==> src/rtl/core/button_click_classifier_macros.svh <==
// assertion macros used by the button click classifier top level
`ifndef BUTTON_CLICK_CLASSIFIER_MACROS_SVH
`define BUTTON_CLICK_CLASSIFIER_MACROS_SVH

// same-cycle implication, checked at every rising edge outside reset
`define BCC_ASSERT_SAME(lbl, clk, rst, ante, cons) \
   lbl: assert property (@(posedge clk) disable iff (rst) (ante) |-> (cons)) \
      else $error("bcc same-cycle check failed");

// next-cycle implication, checked at every rising edge outside reset
`define BCC_ASSERT_NEXT(lbl, clk, rst, ante, cons) \
   lbl: assert property (@(posedge clk) disable iff (rst) (ante) |=> (cons)) \
      else $error("bcc next-cycle check failed");

`endif

==> src/rtl/core/bcc_pkg.sv <==
// package with shared types and constants of the button click classifier
package bcc_pkg;

   // default width of stored timestamps
   localparam int unsigned TimeBitsDefault = 32;

   // field widths
   localparam int unsigned NowBits = 32;
   localparam int unsigned CfgBits = 16;
   localparam int unsigned CsrIndexBits = 2;

   // stream data widths, padded to whole bytes
   localparam int unsigned ReqDataBits = 40;
   localparam int unsigned RspDataBits = 8;

   // register reset values
   localparam logic [CfgBits-1:0] LongPressReset = 16'd1250;
   localparam logic [CfgBits-1:0] GapMaxReset = 16'd250;
   localparam logic [CfgBits-1:0] GapMinReset = 16'd50;

   // register indexes
   typedef enum logic [CsrIndexBits-1:0] {
      CSR_LONG_PRESS = 2'd0,
      CSR_GAP_MAX = 2'd1,
      CSR_GAP_MIN = 2'd2
   } csr_index_type;

   // limits used by the decision logic
   typedef struct packed {
      logic [CfgBits-1:0] long_press_ms;
      logic [CfgBits-1:0] double_gap_max_ms;
      logic [CfgBits-1:0] double_gap_min_ms;
   } cfg_type;

   // one result item
   typedef struct packed {
      logic long_press;
      logic double_click;
      logic single_click;
   } flags_type;

endpackage

==> src/rtl/core/bcc_decide.sv <==
// click state and per-item decision logic of the button click classifier
module bcc_decide
   import bcc_pkg::*;
#(
   parameter int unsigned TIME_BITS = TimeBitsDefault
) (
   input  logic                 clock,
   input  logic                 reset,
   input  logic                 step,
   input  logic                 sample_first,
   input  logic                 sample_second,
   input  logic [TIME_BITS-1:0] now_ms,
   input  cfg_type              cfg,
   output flags_type            flags,
   output logic                 stable_level
);

   logic                 stable_level_ff, stable_level_in;
   logic [TIME_BITS-1:0] press_start_ff, press_start_in;
   logic [TIME_BITS-1:0] last_click_ff, last_click_in;
   logic                 long_reported_ff, long_reported_in;

   logic                 agree;
   logic                 press_edge;
   logic                 release_edge;
   logic [TIME_BITS-1:0] press_len;
   logic [TIME_BITS-1:0] click_gap;
   logic [TIME_BITS-1:0] long_lim;
   logic [TIME_BITS-1:0] gap_max;
   logic [TIME_BITS-1:0] gap_min;
   logic                 short_press;
   logic                 gap_hit;

   // level agreement and edges against the stored level
   assign agree = (sample_first == sample_second);
   assign press_edge = agree && !sample_first && stable_level_ff;
   assign release_edge = agree && sample_first && !stable_level_ff;

   // modular time differences and widened limits
   assign press_len = now_ms - press_start_ff;
   assign click_gap = now_ms - last_click_ff;
   assign long_lim = TIME_BITS'(cfg.long_press_ms);
   assign gap_max = TIME_BITS'(cfg.double_gap_max_ms);
   assign gap_min = TIME_BITS'(cfg.double_gap_min_ms);
   assign short_press = (press_len < long_lim);
   assign gap_hit = (click_gap <= gap_max) && (click_gap > gap_min);

   // result flags
   always_comb begin
      flags.double_click = release_edge && short_press && gap_hit;
      flags.single_click = release_edge && short_press && !gap_hit;
      // held press: no long report can fire on the press edge itself
      flags.long_press = agree && !sample_first && !stable_level_ff
                         && !long_reported_ff && (press_len > long_lim);
   end

   // next state
   always_comb begin
      stable_level_in = stable_level_ff;
      press_start_in = press_start_ff;
      last_click_in = last_click_ff;
      long_reported_in = long_reported_ff;
      if (step && agree) begin
         stable_level_in = sample_first;
         if (press_edge) begin
            press_start_in = now_ms;
         end
         if (release_edge) begin
            long_reported_in = 1'b0;
            if (short_press) begin
               last_click_in = now_ms;
            end
         end
         if (flags.long_press) begin
            long_reported_in = 1'b1;
         end
      end
   end

   // state registers
   always_ff @(posedge clock) begin
      if (reset) begin
         stable_level_ff <= 1'b1;
         press_start_ff <= '0;
         last_click_ff <= '0;
         long_reported_ff <= 1'b0;
      end else begin
         stable_level_ff <= stable_level_in;
         press_start_ff <= press_start_in;
         last_click_ff <= last_click_in;
         long_reported_ff <= long_reported_in;
      end
   end

   assign stable_level = stable_level_ff;

endmodule

==> src/rtl/core/button_click_classifier.sv <==
// top level of the button click classifier: stream ports, registers, stages
// an accepted transfer passes from the input register to the result register and out on rsp
// throughput: one item per cycle; the input register and the result
//   register form a two-stage pipeline that stalls only on rsp_tready
// reset: synchronous, active high; limits return to 1250/250/50, the
//   button reads as released and both pipeline stages empty
`include "button_click_classifier_macros.svh"

module button_click_classifier
   import bcc_pkg::*;
#(
   parameter int unsigned TIME_BITS = TimeBitsDefault
) (
   input  logic                    clock,
   input  logic                    reset,
   // input stream
   input  logic                    req_tvalid,
   output logic                    req_tready,
   // [0] sample_first, [1] sample_second, [33:2] now_ms, [39:34] zero
   input  logic [ReqDataBits-1:0]  req_tdata,
   // result stream
   output logic                    rsp_tvalid,
   input  logic                    rsp_tready,
   // [0] single_click, [1] double_click, [2] long_press, [7:3] zero
   output logic [RspDataBits-1:0]  rsp_tdata,
   // register writes
   input  logic                    csr_valid,
   output logic                    csr_ready,
   input  logic [CsrIndexBits-1:0] csr_index,
   input  logic [CfgBits-1:0]      csr_data
);

   cfg_type cfg_ff, cfg_in;

   logic                 in_valid_ff, in_valid_in;
   logic                 in_first_ff, in_second_ff;
   logic [NowBits-1:0]   in_now_ff;
   logic                 out_valid_ff, out_valid_in;
   flags_type            out_flags_ff;

   logic                 out_en;
   logic                 in_en;
   logic                 fire;
   logic [63:0]          now_wide;
   logic [TIME_BITS-1:0] now_t;
   flags_type            flags;
   logic                 stable_level;

   // register writes, always taken
   assign csr_ready = 1'b1;

   always_comb begin
      cfg_in = cfg_ff;
      if (csr_valid) begin
         unique case (csr_index_type'(csr_index))
            CSR_LONG_PRESS: cfg_in.long_press_ms = csr_data;
            CSR_GAP_MAX:    cfg_in.double_gap_max_ms = csr_data;
            CSR_GAP_MIN:    cfg_in.double_gap_min_ms = csr_data;
            default:        cfg_in = cfg_ff;
         endcase
      end
   end

   always_ff @(posedge clock) begin
      if (reset) begin
         cfg_ff.long_press_ms <= LongPressReset;
         cfg_ff.double_gap_max_ms <= GapMaxReset;
         cfg_ff.double_gap_min_ms <= GapMinReset;
      end else begin
         cfg_ff <= cfg_in;
      end
   end

   // pipeline advance
   assign out_en = !out_valid_ff || rsp_tready;
   assign fire = in_valid_ff && out_en;
   assign in_en = !in_valid_ff || out_en;
   assign req_tready = in_en;

   assign in_valid_in = in_en ? req_tvalid : in_valid_ff;
   assign out_valid_in = out_en ? in_valid_ff : out_valid_ff;

   // input register
   always_ff @(posedge clock) begin
      if (reset) begin
         in_valid_ff <= 1'b0;
      end else begin
         in_valid_ff <= in_valid_in;
      end
   end

   always_ff @(posedge clock) begin
      if (req_tvalid && in_en) begin
         in_first_ff <= req_tdata[0];
         in_second_ff <= req_tdata[1];
         in_now_ff <= req_tdata[NowBits+1:2];
      end
   end

   // timestamp reduced or widened to the stored width
   assign now_wide = {32'd0, in_now_ff};
   assign now_t = now_wide[TIME_BITS-1:0];

   bcc_decide #(
      .TIME_BITS(TIME_BITS)
   ) u_decide (
      .clock        (clock),
      .reset        (reset),
      .step         (fire),
      .sample_first (in_first_ff),
      .sample_second(in_second_ff),
      .now_ms       (now_t),
      .cfg          (cfg_ff),
      .flags        (flags),
      .stable_level (stable_level)
   );

   // result register
   always_ff @(posedge clock) begin
      if (reset) begin
         out_valid_ff <= 1'b0;
      end else begin
         out_valid_ff <= out_valid_in;
      end
   end

   always_ff @(posedge clock) begin
      if (fire) begin
         out_flags_ff <= flags;
      end
   end

   assign rsp_tvalid = out_valid_ff;
   assign rsp_tdata = {5'd0, out_flags_ff.long_press, out_flags_ff.double_click,
                       out_flags_ff.single_click};

   // checks
   `BCC_ASSERT_SAME(a_one_report, clock, reset, rsp_tvalid, $onehot0(rsp_tdata[2:0]))
   `BCC_ASSERT_NEXT(a_fire_shows, clock, reset, fire, rsp_tvalid)
   `BCC_ASSERT_NEXT(a_long_held, clock, reset, fire && flags.long_press, !stable_level)
   `BCC_ASSERT_SAME(a_double_bounds, clock, reset, fire && flags.double_click,
                    cfg_ff.double_gap_max_ms > cfg_ff.double_gap_min_ms)

endmodule

==> config.mk <==
export PLATFORM = sky130hd
export DESIGN_NAME = button_click_classifier
export DESIGN_NICKNAME = d
export VERILOG_FILES = /design/src/rtl/core/bcc_pkg.sv /design/src/rtl/core/bcc_decide.sv /design/src/rtl/core/button_click_classifier.sv
export VERILOG_INCLUDE_DIRS = /design/src /design/src/rtl/core
export SDC_FILE = /design/constraint.sdc
export NUM_CORES = 1
export LEC_CHECK = 0
export ABC_AREA = 1
export BUFFER_PORTS_ARGS = -buffer_cell sky130_fd_sc_hd__buf_2
export CAP_MARGIN = 40
export CORE_UTILIZATION = 45
export DETAILED_ROUTE_END_ITERATION = 7
export PLACE_DENSITY_LB_ADDON = 0.2
export SLEW_MARGIN = 20
export SYNTH_ARGS = -nofsm -noshare
export SYNTH_HDL_FRONTEND = slang
export SYNTH_SLANG_ARGS = --single-unit
==> constraint.sdc <==
create_clock -name clock -period 3.8 [get_ports clock]
set_input_delay 0.38 -clock clock [delete_from_list [all_inputs] [get_ports clock]]
set_output_delay 0.38 -clock clock [all_outputs]
set_load 0.01 [all_outputs]
# Word-level counts from Yosys, hierarchy flattened
# Cells that the tools add are included.
# W data, S select, Z words.
# op_classes
addsub	2
magnitude_cmp	4
n_eq_ne	3
n_mux	2
n_reduce_logical	30
# ops
cell	n
$gt A32 B16 Y1	2
$sub A32 B32 Y32	2
$le A32 B16 Y1	1
$lt A32 B16 Y1	1
$logic_and A1 B1 Y1	14
$reduce_and A2 Y1	5
$logic_not A1 Y1	6
$reduce_and A3 Y1	1
$eq A2 B1 Y1 const B	1
$eq A2 B2 Y1 const B	1
$logic_not A2 Y1	1
$logic_or A1 B1 Y1	2
$mux W1	2
$reduce_bool A2 Y1	1
$eq A1 B1 Y1	1
# word_totals
register_bits	153
inputBits	63
word_cells	56

# Depth between registers and ports, before layout
# logic_depth
ltp_word	7
mapped_depth	27

# Modules after synthesis
# From an unflattened synthesis, not the netlist that was laid out.
# hier_totals
hier_cells	1834
hier_area_um2	11611.1
# by_module_without_submodules
module	instances	cells_per_inst	area_per_inst_um2	seq_area_each_um2
bcc_decide	1	1491	8403.1	1321.3
button_click_classifier	1	343	3208.1	2112.0

# Least setup slack after synthesis
# No wires, ideal clock.
# synth_timing
path_kind	register to register
from	register in_now_ff[0]
to	register out_flags_ff (netlist bit rsp_tdata[0]) (data pin)
setup_ns	0.249
t_arrival_ns	2.928
required_ns	3.551
setup_slack_ns	0.623
stages_incl_launch_ff	28
synth_period_minus_slack_ns	3.177
path_cell_list	edfxtp_1 inv_1 ha_1 fa_1 inv_1 nand3_1 nand2_1 nand2_1 nand2_1 nand2_1 nand2_1 nand2_1 nand2_1 xor2_1 ha_1 nand2_1 nor2_1 nand2_1 inv_1 nand2_1 a21oi_1 nand3_1 nor2_1 nand4_1 nor2_1 nand3_1 nand2_1 inv_1
# synth_lines
item	line	text
from (decl)	button_click_classifier.sv:37	logic [NowBits-1:0] in_now_ff;
from (signal assigned)	button_click_classifier.sv:96	in_now_ff <= req_tdata[NowBits+1:2];
to (signal assigned)	button_click_classifier.sv:129	out_flags_ff <= flags;
to (decl)	button_click_classifier.sv:39	flags_type out_flags_ff;

# Worst setup path after layout
# layout_timing
from	register in_now_ff[0]
to	register u_decide.last_click_ff[2]
# layout_via
elab_chain_len	3
# layout_rtl
item	line	text
$sub A32 B32 Y32	bcc_decide.sv:40	assign press_len = now_ms - press_start_ff;
$lt A32 B16 Y1	bcc_decide.sv:45	assign short_press = (press_len < long_lim);
$reduce_and A3 Y1 (no line)	--	
to (signal assigned)	bcc_decide.sv:90	last_click_ff <= last_click_in;
to (decl)	bcc_decide.sv:20	logic [TIME_BITS-1:0] last_click_ff, last_click_in;
# No other way between the ends.
# A chain may end at the register's enable or synchronous reset.

==> impl_metrics.csv <==
group,metric,value,unit
grt,antenna_found_initial,0,
floorplan,start_util,45.6,%
placement,place.gp.congestion,0.931,
yosys,synth_area_leaders,"dfxtp_1, nand2_1, ha_1",
yosys,synth_simple_gate_area_share,28.6,%
yosys,yosys_register_bits,153,
grt,grt_remaining_overflow,0,
layout,diodes,0,
routing,wl_per_cell,14.1,µm
routing,met3_length,1120,µm
pwr,p_per_area,344,mW/mm²
yosys,synth_area_leader_cell,"dfxtp_1",
floorplan,die_h,159,µm
floorplan,die_w,159,µm
setup_path,cp-start-kind,"register",
pwr,leakagePower,6.50,nW
layout,final_common_cell,"nand2_1",
routing,dr.pass1.iters,7,
sta,period_needed,3.68,ns
setup_path,cpPeakStageDelay,0.41,ns
floorplan,rows,57,
flow_run,drv_cap,0,
placement,portBuffers,61,
routing,drcViolationCount,0,
setup_path,crit_family,"simple AND/OR/NAND/NOR gates",
clock_tree,ctsHoldBuffers,0,
floorplan,io_pins,74,
sta,fin_crit_sh,96.9,%
routing,drt-initial-drc-count,595,
routing,ant_nets,0,
pwr,ir_drop,0.277,mV
yosys,synth_cells,1693,
routing,dr_wl_met2,13600,µm
clock_tree,cts_tree,"done",
hold_path,hp-class,"in -> reg",
placement,dp.cells,2091,
routing,viasPerCell,4.88,
clock_tree,clock-root-buffer,"clkbuf_16",
status,status,"finished, final reports clean",
setup_path,cp_common_cell,"nand2_1",
floorplan,dieArea,0.0252,mm²
yosys,synth_adder_area_share,13.0,%
layout,syn_to_final_growth,17.3,%
yosys,synth_xor_area_share,2.69,%
yosys,yosysSeqAreaShare,31.0,%
yosys,ys_types,34,
setup_path,path_cells,"inv_2 -> buf_4 -> ha_1 -> fa_1 -> inv_1 -> nand2_1 -> nand3_1 -> nand2_1 -> nand2_1 -> xor2_2 -> ha_1 -> nand4_1 -> a31oi_1 -> nor3_1 -> nand3_1 -> nor2_2 -> nand4_4 -> buf_12 -> nor2_1 -> nor2_1",
sta,slew_headroom,50.4,%
layout,n_fill_cell,2427,
setup_path,path_max_fanout,64,
grt,grt_pass1_vias,9339,
clock_tree,clockBufferDepth,2,
sta,skew,0.0126,ns
setup_path,path_class,"reg -> reg",
setup_path,endpoint_kind,"register",
grt,track_usage,23.5,%
clock_tree,cts-htree-levels,4,
yosys,ys_warn_count,0,
clock_tree,clock_latency,0.43,ns
layout,finalNetCount,1976,
routing,wl,30100,µm
setup_path,crit_required,4.12,ns
layout,instances_no_fill,2136,
yosys,synth_top_area_share,21.0,%
sta,tightest_slew,0.743,ns
routing,highest_layer,"met4",
routing,m1WireLength,14700,µm
sta,drv_slew,0,
sta,fmax,271,MHz
yosys,syn_area,0.0111,mm²
yosys,syn_avg_cell_area,6.54,µm²
layout,postLayoutCoreUtil,53.5,%
yosys,synth_top_family_by_area,"simple AND/OR/NAND/NOR gates",
grt,grt_max_degree,65,
setup_path,crit_buf_inv,4,
clock_tree,clock_sinks,153,
clock_tree,clk_pin_slew,0.07,ns
floorplan,core,0.0242,mm²
layout,drive_gt1_share,12.4,%
clock_tree,cts_buffers,17,
setup_path,cpMaxStageDelayCell,"fa_1",
setup_path,cp.arrival,4.00,ns
routing,vias,10400,
sta,finalHoldViolCount,0,
layout,layout_common_cells,"nand2_1, inv_1, nor2_1, a21oi_1, dfxtp_1",
yosys,synth_compound_area_share,12.5,%
placement,dp_hpwl,23900,µm
grt,grt_pass1_wl,47300,µm
yosys,synthMuxAreaShare,0,%
sta,setup_violations,0,
==> where the power goes <==
| part | internal [mW] | switching, mW | total [mW] |
|---|---|---|---|
| logic | 0.393 | 0.632 | 1.03 |
| registers | 1.73 | 0.0399 | 1.77 |
| clock network | 0.936 | 0.737 | 1.67 |
| total | 3.06 | 1.41 | 4.47 |
==> synth_stat cells (all sizes together) <==
master / instances
inv: 300
nand4: 18
nor3: 15
a31oi: 1
o21bai: 2
o31ai: 1
nand3: 64
nor2: 188
buf: 16
xor2: 24
edfxtp: 37
and2: 5
a21oi: 146
nand2: 487
xnor2: 10
clkbuf: 22
dfxtp: 116
clkinv: 2
o21ai: 97
a21o: 2
fa: 2
o211ai: 15
ha: 112
nand3b: 5
nor4: 2
conb: 2
o21a: 2
==> cells by family (layout without fill, tap and decap cells) <==
family | Yosys count | in the layout
buf+inv | 340 | 455
fa+ha+maj | 114 | 114
compound gates | 266 | 266
flops | 153 | 153
other cells | 2 | 6
simple gates | 784 | 784
xor+xnor | 34 | 34
==> worst reg2reg max path: stages, from the launching register on <==
cell and delay (ns):
edfxtp_1 0.36, inv_2 0.06, buf_4 0.13, ha_1 0.23, fa_1 0.41, inv_1 0.11
nand2_1 0.06, nand3_1 0.11, nand2_1 0.06, nand2_1 0.17, xor2_2 0.18, ha_1 0.26
nand4_1 0.16, a31oi_1 0.06, nor3_1 0.20, nand3_1 0.18, nor2_2 0.21, nand4_4 0.13
buf_12 0.21, nor2_1 0.20, nor2_1 0.07
==> sequential cells by signal, indices dropped and copies added (netlist names) <==
signal,flops
u_decide.last_click_ff,32
in_second_ff,1
in_first_ff,1
u_decide.long_reported_ff,1
cfg_ff,48
in_now_ff,32
u_decide.press_start_ff,32
in_valid_ff,1
rsp_tdata,3
rsp_tvalid,1
u_decide.stable_level,1
==> worst paths after layout <==
check / cells past startpoint / from / endpoint / slack (ns)
worst max-delay path: 20 / in_now_ff[0]$_DFFE_PP_ / u_decide.last_click_ff[2]$_SDFFE_PP0P_ / 0.12
worst min-delay path: 1 / req_tdata[26] / in_now_ff[24]$_DFFE_PP_ / 0.12
worst min register to register: 2 / u_decide.press_start_ff[22]$_SDFFE_PP0P_ / u_decide.press_start_ff[22]$_SDFFE_PP0P_ / 0.45
worst max register to register: 20 / in_now_ff[0]$_DFFE_PP_ / u_decide.last_click_ff[2]$_SDFFE_PP0P_ / 0.12
==> through the flow <==
step | total power [mW] | hold slack (ns) | area, µm² | setup TNS, ns | setup slack [ns]
floorplan | 2.46 | 0.433 | 11100 | 0 | 0.623
global placement | 2.74 | 0.446 | 12000 | -0.0254 | -0.0254
detailed placement | 2.76 | 0.447 | 12000 | -0.0969 | -0.0969
CTS | 4.44 | 0.108 | 12600 | 0 | 0.00106
global route | 4.70 | 0.105 | 13000 | -0.0698 | -0.0347
finish | 4.47 | 0.122 | 13000 | 0 | 0.116
==> what timing repair did <==
action,4_1_cts,5_1_grt
buffers inserted,0,14
resized for setup,5,58
endpoints found under the setup margin,2,34
pin swaps,0,18
==> metal layers <==
layer	up-vias	GRT usage [%]
li1	5552	-
met1	4632	31.9
met2	206	38.3
met3	36	3.50
met4	0	7.28
met5	-	0
==> layout make-up <==
class                           instances  area, µm²  area share [%]
Inverter                              302       1130            8.74
Multi-Input combinational cell       1204       6620            51.0
Clock buffer                           21        483            3.72
Sequential cell                       153       3430            26.5
Tap cell                              324        405            3.12
Timing Repair Buffer                  121        801            6.17
Clock inverter                         11        101           0.781
(Power assumes the default switching activity.)
